File: src/sld_pkg.sv
// ---------------------------------------------------------------------------
// sld_pkg
// Shared types and constants for the sync word, length prefixed deframer.
// ---------------------------------------------------------------------------
package sld_pkg;

   localparam int BYTE_W      = 8;
   localparam int SEQ_W       = 32;
   localparam int LEN_W       = 32;
   localparam int HDR_IDX_W   = 4;
   localparam int CSR_INDEX_W = 2;
   localparam int CSR_DATA_W  = 8;

   typedef logic [BYTE_W-1:0]      byte_type;
   typedef logic [SEQ_W-1:0]       seq_type;
   typedef logic [LEN_W-1:0]       len_type;
   typedef logic [HDR_IDX_W-1:0]   hdr_idx_type;
   typedef logic [CSR_INDEX_W-1:0] csr_index_type;
   typedef logic [CSR_DATA_W-1:0]  csr_data_type;

   // configuration register indexes
   localparam csr_index_type CSR_SYNC_FIRST  = 2'd0;
   localparam csr_index_type CSR_SYNC_SECOND = 2'd1;
   localparam csr_index_type CSR_SYNC_THIRD  = 2'd2;

   // header layout: type, 4 sequence bytes, 4 length bytes
   localparam hdr_idx_type HDR_IDX_TYPE    = 4'd0;
   localparam hdr_idx_type HDR_IDX_SEQ_END = 4'd4;
   localparam hdr_idx_type HDR_IDX_LAST    = 4'd8;

   // result kinds
   localparam logic ITEM_HEADER = 1'b0;
   localparam logic ITEM_BODY   = 1'b1;

   typedef enum logic [2:0] {
      PHASE_HUNT   = 3'b001,
      PHASE_HEADER = 3'b010,
      PHASE_BODY   = 3'b100
   } phase_type;

   typedef enum logic [1:0] {
      SYNC_NONE = 2'd0,
      SYNC_ONE  = 2'd1,
      SYNC_TWO  = 2'd2
   } sync_prog_type;

endpackage

File: src/sld_req_if.sv
// ---------------------------------------------------------------------------
// sld_req_if
// Byte stream channel into the deframer: valid, ready and one received byte.
// ---------------------------------------------------------------------------
interface sld_req_if;
   import sld_pkg::*;

   logic     valid;
   logic     ready;
   byte_type rx_byte;

   modport source (output valid, output rx_byte, input ready);
   modport sink   (input valid, input rx_byte, output ready);

endinterface

File: src/sld_rsp_if.sv
// ---------------------------------------------------------------------------
// sld_rsp_if
// Result channel out of the deframer: header results and body bytes.
// ---------------------------------------------------------------------------
interface sld_rsp_if;
   import sld_pkg::*;

   logic     valid;
   logic     ready;
   logic     item_kind;
   byte_type frame_type;
   seq_type  sequence_number;
   len_type  body_length;
   byte_type body_byte;
   logic     frame_last;

   modport source (
      output valid, output item_kind, output frame_type, output sequence_number,
      output body_length, output body_byte, output frame_last, input ready
   );
   modport sink (
      input valid, input item_kind, input frame_type, input sequence_number,
      input body_length, input body_byte, input frame_last, output ready
   );

endinterface

File: src/sync_length_deframer_core.sv
// ---------------------------------------------------------------------------
// sync_length_deframer_core
// Hunts for a three byte sync marker, captures a nine byte header and passes
// the frame body through one byte at a time.
// ---------------------------------------------------------------------------
// One byte is taken on every clock cycle while the result register is empty
// or being drained in the same cycle; each byte is parsed in the cycle it is
// taken and any result appears on rsp_chan on the next cycle. After the sync
// bytes come one type byte, a big-endian sequence number and a big-endian
// body length; the header result follows the last length byte and carries
// frame_last when the length is zero. Every body byte is a result of its own
// that repeats the header fields, the final one marked with frame_last. A
// byte that breaks the sync marker restarts the hunt and is not retried as a
// first sync byte. The sync registers are written through csr_* and should
// change only while the block is idle.
// ---------------------------------------------------------------------------
module sync_length_deframer_core (
   input  logic                  clock,
   input  logic                  reset,
   sld_req_if.sink               req_chan,
   sld_rsp_if.source             rsp_chan,
   input  logic                  csr_we,
   input  sld_pkg::csr_index_type csr_index,
   input  sld_pkg::csr_data_type  csr_wdata
);
   import sld_pkg::*;

   byte_type      sync_first_ff, sync_second_ff, sync_third_ff;
   phase_type     phase_ff, phase_in;
   sync_prog_type sync_prog_ff, sync_prog_in;
   hdr_idx_type   hdr_idx_ff, hdr_idx_in;
   byte_type      type_ff, type_in;
   seq_type       seq_ff, seq_in;
   len_type       len_ff, len_in;
   len_type       remain_ff, remain_in;

   logic          rsp_valid_ff;
   logic          rsp_kind_ff;
   byte_type      rsp_type_ff;
   seq_type       rsp_seq_ff;
   len_type       rsp_len_ff;
   byte_type      rsp_byte_ff;
   logic          rsp_last_ff;

   logic          accept;
   logic          emit;
   logic          emit_kind;
   logic          emit_last;
   byte_type      emit_byte;
   byte_type      rx;
   len_type       remain_dec;

   assign req_chan.ready = !rsp_valid_ff || rsp_chan.ready;
   assign accept         = req_chan.valid && req_chan.ready;
   assign rx             = req_chan.rx_byte;
   assign remain_dec     = remain_ff - len_type'(1);

   // configuration registers
   always_ff @(posedge clock) begin
      if (reset) begin
         sync_first_ff  <= '0;
         sync_second_ff <= '0;
         sync_third_ff  <= '0;
      end else if (csr_we) begin
         unique case (csr_index)
            CSR_SYNC_FIRST:  sync_first_ff  <= csr_wdata;
            CSR_SYNC_SECOND: sync_second_ff <= csr_wdata;
            CSR_SYNC_THIRD:  sync_third_ff  <= csr_wdata;
            default: ;
         endcase
      end
   end

   // parser next state
   always_comb begin
      phase_in     = phase_ff;
      sync_prog_in = sync_prog_ff;
      hdr_idx_in   = hdr_idx_ff;
      type_in      = type_ff;
      seq_in       = seq_ff;
      len_in       = len_ff;
      remain_in    = remain_ff;
      emit         = 1'b0;
      emit_kind    = ITEM_HEADER;
      emit_last    = 1'b0;
      emit_byte    = '0;

      unique case (phase_ff)
         PHASE_HEADER: begin
            if (hdr_idx_ff == HDR_IDX_TYPE) begin
               type_in = rx;
            end else if (hdr_idx_ff <= HDR_IDX_SEQ_END) begin
               seq_in = {seq_ff[SEQ_W-BYTE_W-1:0], rx};
            end else begin
               len_in = {len_ff[LEN_W-BYTE_W-1:0], rx};
            end
            if (hdr_idx_ff >= HDR_IDX_LAST) begin
               hdr_idx_in = '0;
               emit       = 1'b1;
               emit_kind  = ITEM_HEADER;
               remain_in  = len_in;
               if (len_in == '0) begin
                  phase_in  = PHASE_HUNT;
                  emit_last = 1'b1;
               end else begin
                  phase_in  = PHASE_BODY;
               end
            end else begin
               hdr_idx_in = hdr_idx_ff + hdr_idx_type'(1);
            end
         end
         PHASE_BODY: begin
            remain_in = remain_dec;
            emit      = 1'b1;
            emit_kind = ITEM_BODY;
            emit_byte = rx;
            emit_last = (remain_dec == '0);
            if (remain_dec == '0) begin
               phase_in = PHASE_HUNT;
            end
         end
         default: begin
            // hunting, also any code that cannot be reached
            phase_in = PHASE_HUNT;
            priority if (sync_prog_ff == SYNC_NONE && rx == sync_first_ff) begin
               sync_prog_in = SYNC_ONE;
            end else if (sync_prog_ff == SYNC_ONE && rx == sync_second_ff) begin
               sync_prog_in = SYNC_TWO;
            end else if (sync_prog_ff == SYNC_TWO && rx == sync_third_ff) begin
               sync_prog_in = SYNC_NONE;
               phase_in     = PHASE_HEADER;
               hdr_idx_in   = '0;
               type_in      = '0;
               seq_in       = '0;
               len_in       = '0;
               remain_in    = '0;
            end else begin
               sync_prog_in = SYNC_NONE;
            end
         end
      endcase
   end

   always_ff @(posedge clock) begin
      if (reset) begin
         phase_ff     <= PHASE_HUNT;
         sync_prog_ff <= SYNC_NONE;
         hdr_idx_ff   <= '0;
         type_ff      <= '0;
         seq_ff       <= '0;
         len_ff       <= '0;
         remain_ff    <= '0;
      end else if (accept) begin
         phase_ff     <= phase_in;
         sync_prog_ff <= sync_prog_in;
         hdr_idx_ff   <= hdr_idx_in;
         type_ff      <= type_in;
         seq_ff       <= seq_in;
         len_ff       <= len_in;
         remain_ff    <= remain_in;
      end
   end

   // result register
   always_ff @(posedge clock) begin
      if (reset) begin
         rsp_valid_ff <= 1'b0;
      end else if (accept && emit) begin
         rsp_valid_ff <= 1'b1;
      end else if (rsp_chan.ready) begin
         rsp_valid_ff <= 1'b0;
      end
   end

   always_ff @(posedge clock) begin
      if (accept && emit) begin
         rsp_kind_ff <= emit_kind;
         rsp_type_ff <= type_in;
         rsp_seq_ff  <= seq_in;
         rsp_len_ff  <= len_in;
         rsp_byte_ff <= emit_byte;
         rsp_last_ff <= emit_last;
      end
   end

   assign rsp_chan.valid           = rsp_valid_ff;
   assign rsp_chan.item_kind       = rsp_kind_ff;
   assign rsp_chan.frame_type      = rsp_type_ff;
   assign rsp_chan.sequence_number = rsp_seq_ff;
   assign rsp_chan.body_length     = rsp_len_ff;
   assign rsp_chan.body_byte       = rsp_byte_ff;
   assign rsp_chan.frame_last      = rsp_last_ff;

   // header counter never runs past the last header byte
   a_hdr_idx_range: assert property (@(posedge clock) disable iff (reset)
      phase_ff == PHASE_HEADER |-> hdr_idx_ff <= HDR_IDX_LAST)
      else $error("header index out of range");

   // in the body there is always at least one byte left
   a_body_remain: assert property (@(posedge clock) disable iff (reset)
      phase_ff == PHASE_BODY |-> remain_ff != '0)
      else $error("body phase with nothing remaining");

   // every body byte transfer produces a result
   a_body_emits: assert property (@(posedge clock) disable iff (reset)
      accept && phase_ff == PHASE_BODY |=> rsp_valid_ff && rsp_kind_ff == ITEM_BODY)
      else $error("body byte lost");

   // hunting bytes never produce a result
   a_hunt_silent: assert property (@(posedge clock) disable iff (reset)
      accept && phase_ff == PHASE_HUNT && !rsp_valid_ff |=> !rsp_valid_ff)
      else $error("result produced while hunting");

   // a result marked last (final body byte or header of an empty frame) returns the parser to the hunt
   a_last_ends: assert property (@(posedge clock) disable iff (reset)
      accept && emit && emit_last |=> phase_ff == PHASE_HUNT)
      else $error("frame end did not restart hunt");

endmodule
File: src/flat_wrapper.sv
// flat-port wrapper written by rule: the top's interface ports become plain ports
module sync_length_deframer_core_flat import sld_pkg::*;
  (clock, reset, csr_we, csr_index, csr_wdata, req_chan_valid, req_chan_rx_byte, req_chan_ready, rsp_chan_valid, rsp_chan_item_kind, rsp_chan_frame_type, rsp_chan_sequence_number, rsp_chan_body_length, rsp_chan_body_byte, rsp_chan_frame_last, rsp_chan_ready);
  sld_req_if req_chan_i ();
  sld_rsp_if rsp_chan_i ();
  input  logic clock;
  input  logic reset;
  input  logic csr_we;
  input  sld_pkg::csr_index_type csr_index;
  input  sld_pkg::csr_data_type csr_wdata;
  input wire logic [$bits(req_chan_i.valid)-1:0] req_chan_valid;
  input wire logic [$bits(req_chan_i.rx_byte)-1:0] req_chan_rx_byte;
  output wire logic [$bits(req_chan_i.ready)-1:0] req_chan_ready;
  output wire logic [$bits(rsp_chan_i.valid)-1:0] rsp_chan_valid;
  output wire logic [$bits(rsp_chan_i.item_kind)-1:0] rsp_chan_item_kind;
  output wire logic [$bits(rsp_chan_i.frame_type)-1:0] rsp_chan_frame_type;
  output wire logic [$bits(rsp_chan_i.sequence_number)-1:0] rsp_chan_sequence_number;
  output wire logic [$bits(rsp_chan_i.body_length)-1:0] rsp_chan_body_length;
  output wire logic [$bits(rsp_chan_i.body_byte)-1:0] rsp_chan_body_byte;
  output wire logic [$bits(rsp_chan_i.frame_last)-1:0] rsp_chan_frame_last;
  input wire logic [$bits(rsp_chan_i.ready)-1:0] rsp_chan_ready;
  assign req_chan_i.valid = req_chan_valid;
  assign req_chan_i.rx_byte = req_chan_rx_byte;
  assign req_chan_ready = req_chan_i.ready;
  assign rsp_chan_valid = rsp_chan_i.valid;
  assign rsp_chan_item_kind = rsp_chan_i.item_kind;
  assign rsp_chan_frame_type = rsp_chan_i.frame_type;
  assign rsp_chan_sequence_number = rsp_chan_i.sequence_number;
  assign rsp_chan_body_length = rsp_chan_i.body_length;
  assign rsp_chan_body_byte = rsp_chan_i.body_byte;
  assign rsp_chan_frame_last = rsp_chan_i.frame_last;
  assign rsp_chan_i.ready = rsp_chan_ready;
  sync_length_deframer_core u_core (.clock(clock), .reset(reset), .req_chan(req_chan_i), .rsp_chan(rsp_chan_i), .csr_we(csr_we), .csr_index(csr_index), .csr_wdata(csr_wdata));
endmodule
File: config.mk
export PLATFORM = sky130hd
export DESIGN_NAME = sync_length_deframer_core_flat
export DESIGN_NICKNAME = d
export VERILOG_FILES = /design/src/sld_pkg.sv /design/src/sld_req_if.sv /design/src/sld_rsp_if.sv /design/src/sync_length_deframer_core.sv /design/src/flat_wrapper.sv
export SDC_FILE = /design/constraint.sdc
export NUM_CORES = 1
export LEC_CHECK = 0
export BUFFER_PORTS_ARGS = -buffer_cell sky130_fd_sc_hd__clkbuf_2
export CAP_MARGIN = 20
export CORE_ASPECT_RATIO = 1.2
export CORE_MARGIN = 3
export CORE_UTILIZATION = 50
export DETAILED_ROUTE_END_ITERATION = 7
export PLACE_DENSITY = 0.7
export SLEW_MARGIN = 15
export SYNTH_ARGS = -nofsm -noshare
export SYNTH_HDL_FRONTEND = slang
export SYNTH_SLANG_ARGS = --single-unit
File: constraint.sdc
create_clock -name clock -period 4.6 [get_ports clock]
set_clock_uncertainty 0.2 [all_clocks]
set_input_delay 0.23 -clock clock [delete_from_list [all_inputs] [get_ports clock]]
set_output_delay 0.23 -clock clock [all_outputs]
set_load 0.03 [all_outputs]
==> impl_metrics.toml <==
[finish]
drive_gt1_frac = 0.150
nNetsFinal = 1169
syn_to_final_growth_pct = 15.0
multi_input_area_mm2 = 0.00451
final_area_mm2 = 0.0116
antenna_cells = 0
fill_cells = 1678
ff_latch_area_mm2 = 0.00523

[floorplanning]
dieHeight_um = 162
die_x_um = 136
start_util = 0.513
die-area_mm2 = 0.0219
rows = 56
core_mm2 = 0.0197
ios = 107

[worst_setup_path]
worstPathArrival_ps = 3550
reg2reg_depth = 9
cp_max_fo = 9
end_kind = "register"
cpPeakStageDelay_ps = 610
rrSetupSlack_ps = 1210
path_delay_family = "simple AND/OR/NAND/NOR gates"
r2r-end = "u_core.phase_ff[2]"
crit_chain = "inv_1 -> ha_1 -> nor3b_1 -> nand4_1 -> or4_1 -> xor2_1 -> nand3_1 -> o31ai_1 -> o21ai_0"
cp_slowest_cell = "or4_1"
r2r_start = "u_core.remain_ff[0]"
crit_required_ps = 4760
start_kind = "register"
cp.buffers_inverters = 1
critical_path_class = "reg2reg"

[sta]
worst_slew_pin_slew_ps = 1080
slew_viol_final = 0
fin_crit_sh = 0.737
fmax_mhz = 295
relSlewSlack = 0.283
hold_viol = 0
whs_ps = 35.2
setup_slack_ps = 1210
setup-violations-final = 0
rsz0062_at_grt = "no"
fin_crit_ps = 3390
finalSetupTns_ps = 0

[pwr]
power_density_mw_per_mm2 = 344
power_leakage_nw = 4.66
vdd_drop_max_mv = 0.336

[detailed_routing]
avgViaCountPerCell = 6.04
drtAntennaViolNets = 0
wl_per_cell_um = 19.4
firstDrtPassIters = 6
vias = 8577
post-route-drc-count = 0
drtIter0Drc = 770
wirelength_mm = 27.5

[global_routing]
antenna_found_initial = 0
grt_pass1_vias = 8174
grt_max_degree = 95
grt_usage = 0.246
overflow = 0
grt_pass1_wl_mm = 43.6

[synth]
synth-compound-area-share = 0.204
synth_top_family_by_area = "compound AO/OA/AOI/OAI gates"
syn_nets = 1100
async_reset_ff_frac = 0
synth_xor_area_frac = 0.0278
synth_warnings = 0
synthSimpleGateAreaFrac = 0.183
synthAdderAreaFrac = 0.00496
ys_seq_area_frac = 0.518
ys.flop_type = "dfxtp_1"
yosys-mux-area-fraction = 0.0258
syn_area_mm2 = 0.0101
synth_cell_types = 56
synth_seq_cells = 220
synth_edf_count = 82
synth_cells = 1073
avgSynthCellArea_um2 = 9.41

[clock_network]
cts_setup_buffers = 0
insertion_delay_ps = 520
clockBufferDepth = 3
cts_root_buf = "clkbuf_16"
cts_made_buffers = 24
clock-sinks = 220
cts.htree.levels = 1
path_clk_slew_ps = 60
cts.repair.resized = 0
cts_tree = "built"
cts_hold_buf = 9

[min_path]
hold_start = "req_chan_rx_byte[2]"
hp-class = "in2reg"
holdPathEnd = "u_core.type_ff[2]"
min_path_cells = 3

[placed_design]
place_ws_ps = 1300
placed_cell_area_mm2 = 0.0108
gp_congestion = 0.939
io_buffers = 106
dpl.hpwl_mm = 17.9

[outcome]
status = "finished, final reports clean"

[flow_run]
maxCapViolCount = 0
-- worst max path at each step --
stage / depth (start not counted) / to / from / slack, ps
global placement: 9 / u_core.phase_ff[2] / u_core.remain_ff[0] / 1410
global route: 9 / u_core.phase_ff[2] / u_core.remain_ff[0] / 820
detailed placement: 9 / u_core.phase_ff[2] / u_core.remain_ff[0] / 1300
CTS: 9 / u_core.phase_ff[2] / u_core.remain_ff[0] / 1260
floorplan: 6 / u_core.rsp_chan.body_byte[0] / u_core.rsp_chan.valid / 780
finish: 9 / u_core.phase_ff[2] / u_core.remain_ff[0] / 1210
-- sequential cells by signal (all words and copies together), names as in the netlist, 4 cells and up --
| register | flops |
|---|---|
| u_core.remain_ff | 32 |
| u_core.sync_first_ff | 8 |
| u_core.seq_ff | 32 |
| u_core.sync_second_ff | 8 |
| u_core.rsp_chan.frame_type | 8 |
| u_core.rsp_chan.body_length | 32 |
| u_core.rsp_chan.sequence_number | 32 |
| u_core.hdr_idx_ff | 4 |
| u_core.len_ff | 32 |
| u_core.rsp_chan.body_byte | 8 |
| u_core.sync_third_ff | 8 |
| u_core.type_ff | 8 |
-- power breakdown --
group	total [W]	internal [W]	switching, W	leakage (nW)
Combinational	0.0000994	0.0000340	0.0000653	2.27
Clock	0.00188	0.00113	0.000754	0.369
Sequential	0.00202	0.00201	0.00000515	2.02
-- per-stage QoR --
| stage | std cells | power, W | utilization |
|---|---|---|---|
| after floorplan | 1073 | 0.00212 | - |
| after global placement | 1368 | 0.00215 | 0.546 |
| after detailed placement | 1368 | 0.00215 | 0.546 |
| after CTS | 1421 | 0.00403 | 0.590 |
| after global routing | 1421 | 0.00411 | 0.590 |
| final | 1421 | 0.00400 | 0.590 |
-- cell usage after synthesis, types with 3 or more instances --
master	instances	area, um^2
and3_1	3	18.8
or4_1	5	37.5
mux2i_1	26	260
or3_1	5	31.3
o21ai_0	55	275
dfxtp_1	138	2760
a211oi_1	3	22.5
nand4_1	9	56.3
clkbuf_1	77	289
nor2b_1	3	18.8
nand3b_1	4	30.0
nor3_1	35	175
buf_2	3	15.0
xnor2_1	15	131
a21oi_1	81	405
a21boi_0	3	22.5
nand2_1	87	327
nor2_1	144	541
nand3_1	19	95.1
a22o_1	40	350
nor4_1	31	194
o31ai_1	3	22.5
a32o_1	5	50.1
and2_1	11	68.8
xor2_1	17	149
nor3b_1	6	45.0
buf_1	8	30.0
a21o_1	31	233
ha_1	4	50.1
or4_4	3	33.8
edfxtp_1	82	2460
a22oi_1	75	563
inv_1	7	26.3
nand2b_1	4	25.0
-- area by class of cell --
cell class,count,share of cell area
sequential,220,0.450
clock inverter,7,0.00701
timing repair buffer,133,0.0653
inverter,7,0.00237
tap,261,0.0281
multi-input combinational,756,0.388
clock buffer,37,0.0586
-- kinds of logic (layout without fill, tap and decap cells) --
logic type / count (synthesis) / after routing
buf+inv: 97 / 184
fa+ha+maj: 4 / 4
simple gates: 384 / 384
xor+xnor: 32 / 32
mux: 26 / 26
compound gates: 310 / 310
flops: 220 / 220
-- layout by cell type, fill, tap and decap left out, types with 4 or more instances in the layout --
| cell | netlist | final |
|---|---|---|
| nor3_1 | 35 | 34 |
| nand3b_1 | 4 | 4 |
| nand4_1 | 9 | 9 |
| or3_1 | 5 | 5 |
| clkbuf_1 | 77 | 11 |
| nand2b_1 | 4 | 4 |
| xor2_1 | 17 | 17 |
| or4_1 | 5 | 5 |
| a22oi_1 | 75 | 75 |
| a22o_1 | 40 | 40 |
| nand2_1 | 87 | 87 |
| nor3b_1 | 6 | 6 |
| nor4_1 | 31 | 31 |
| mux2i_1 | 26 | 26 |
| nor2_1 | 144 | 142 |
| edfxtp_1 | 82 | 82 |
| inv_1 | 7 | 6 |
| a21o_1 | 31 | 31 |
| dlygate4sd3_1 | 0 | 9 |
| o21ai_0 | 55 | 55 |
| dfxtp_1 | 138 | 138 |
| ha_1 | 4 | 4 |
| clkbuf_2 | 1 | 105 |
| xnor2_1 | 15 | 15 |
| and2_1 | 11 | 11 |
| nand3_1 | 19 | 19 |
| a32o_1 | 5 | 5 |
| a21oi_1 | 81 | 81 |
| clkbuf_16 | 0 | 25 |
| buf_4 | 0 | 19 |
-- worst register-to-register path: stages, from the launching register on --
cell,delay (ps)
dfxtp_1,380
inv_1,130
ha_1,320
nor3b_1,510
nand4_1,310
or4_1,610
xor2_1,210
nand3_1,100
o31ai_1,340
o21ai_0,140
-- routing by layer --
metal | vias to the layer above | GRT usage | routed length (um)
met2 | 292 | 0.417 | 13500
li1 | 4077 | - | -
met3 | 65 | 0.0349 | 1500
met5 | - | 0 | 0
met4 | 0 | 0.0940 | 971
met1 | 4143 | 0.318 | 11500
Note: power is estimated with default switching activity, not from simulation.
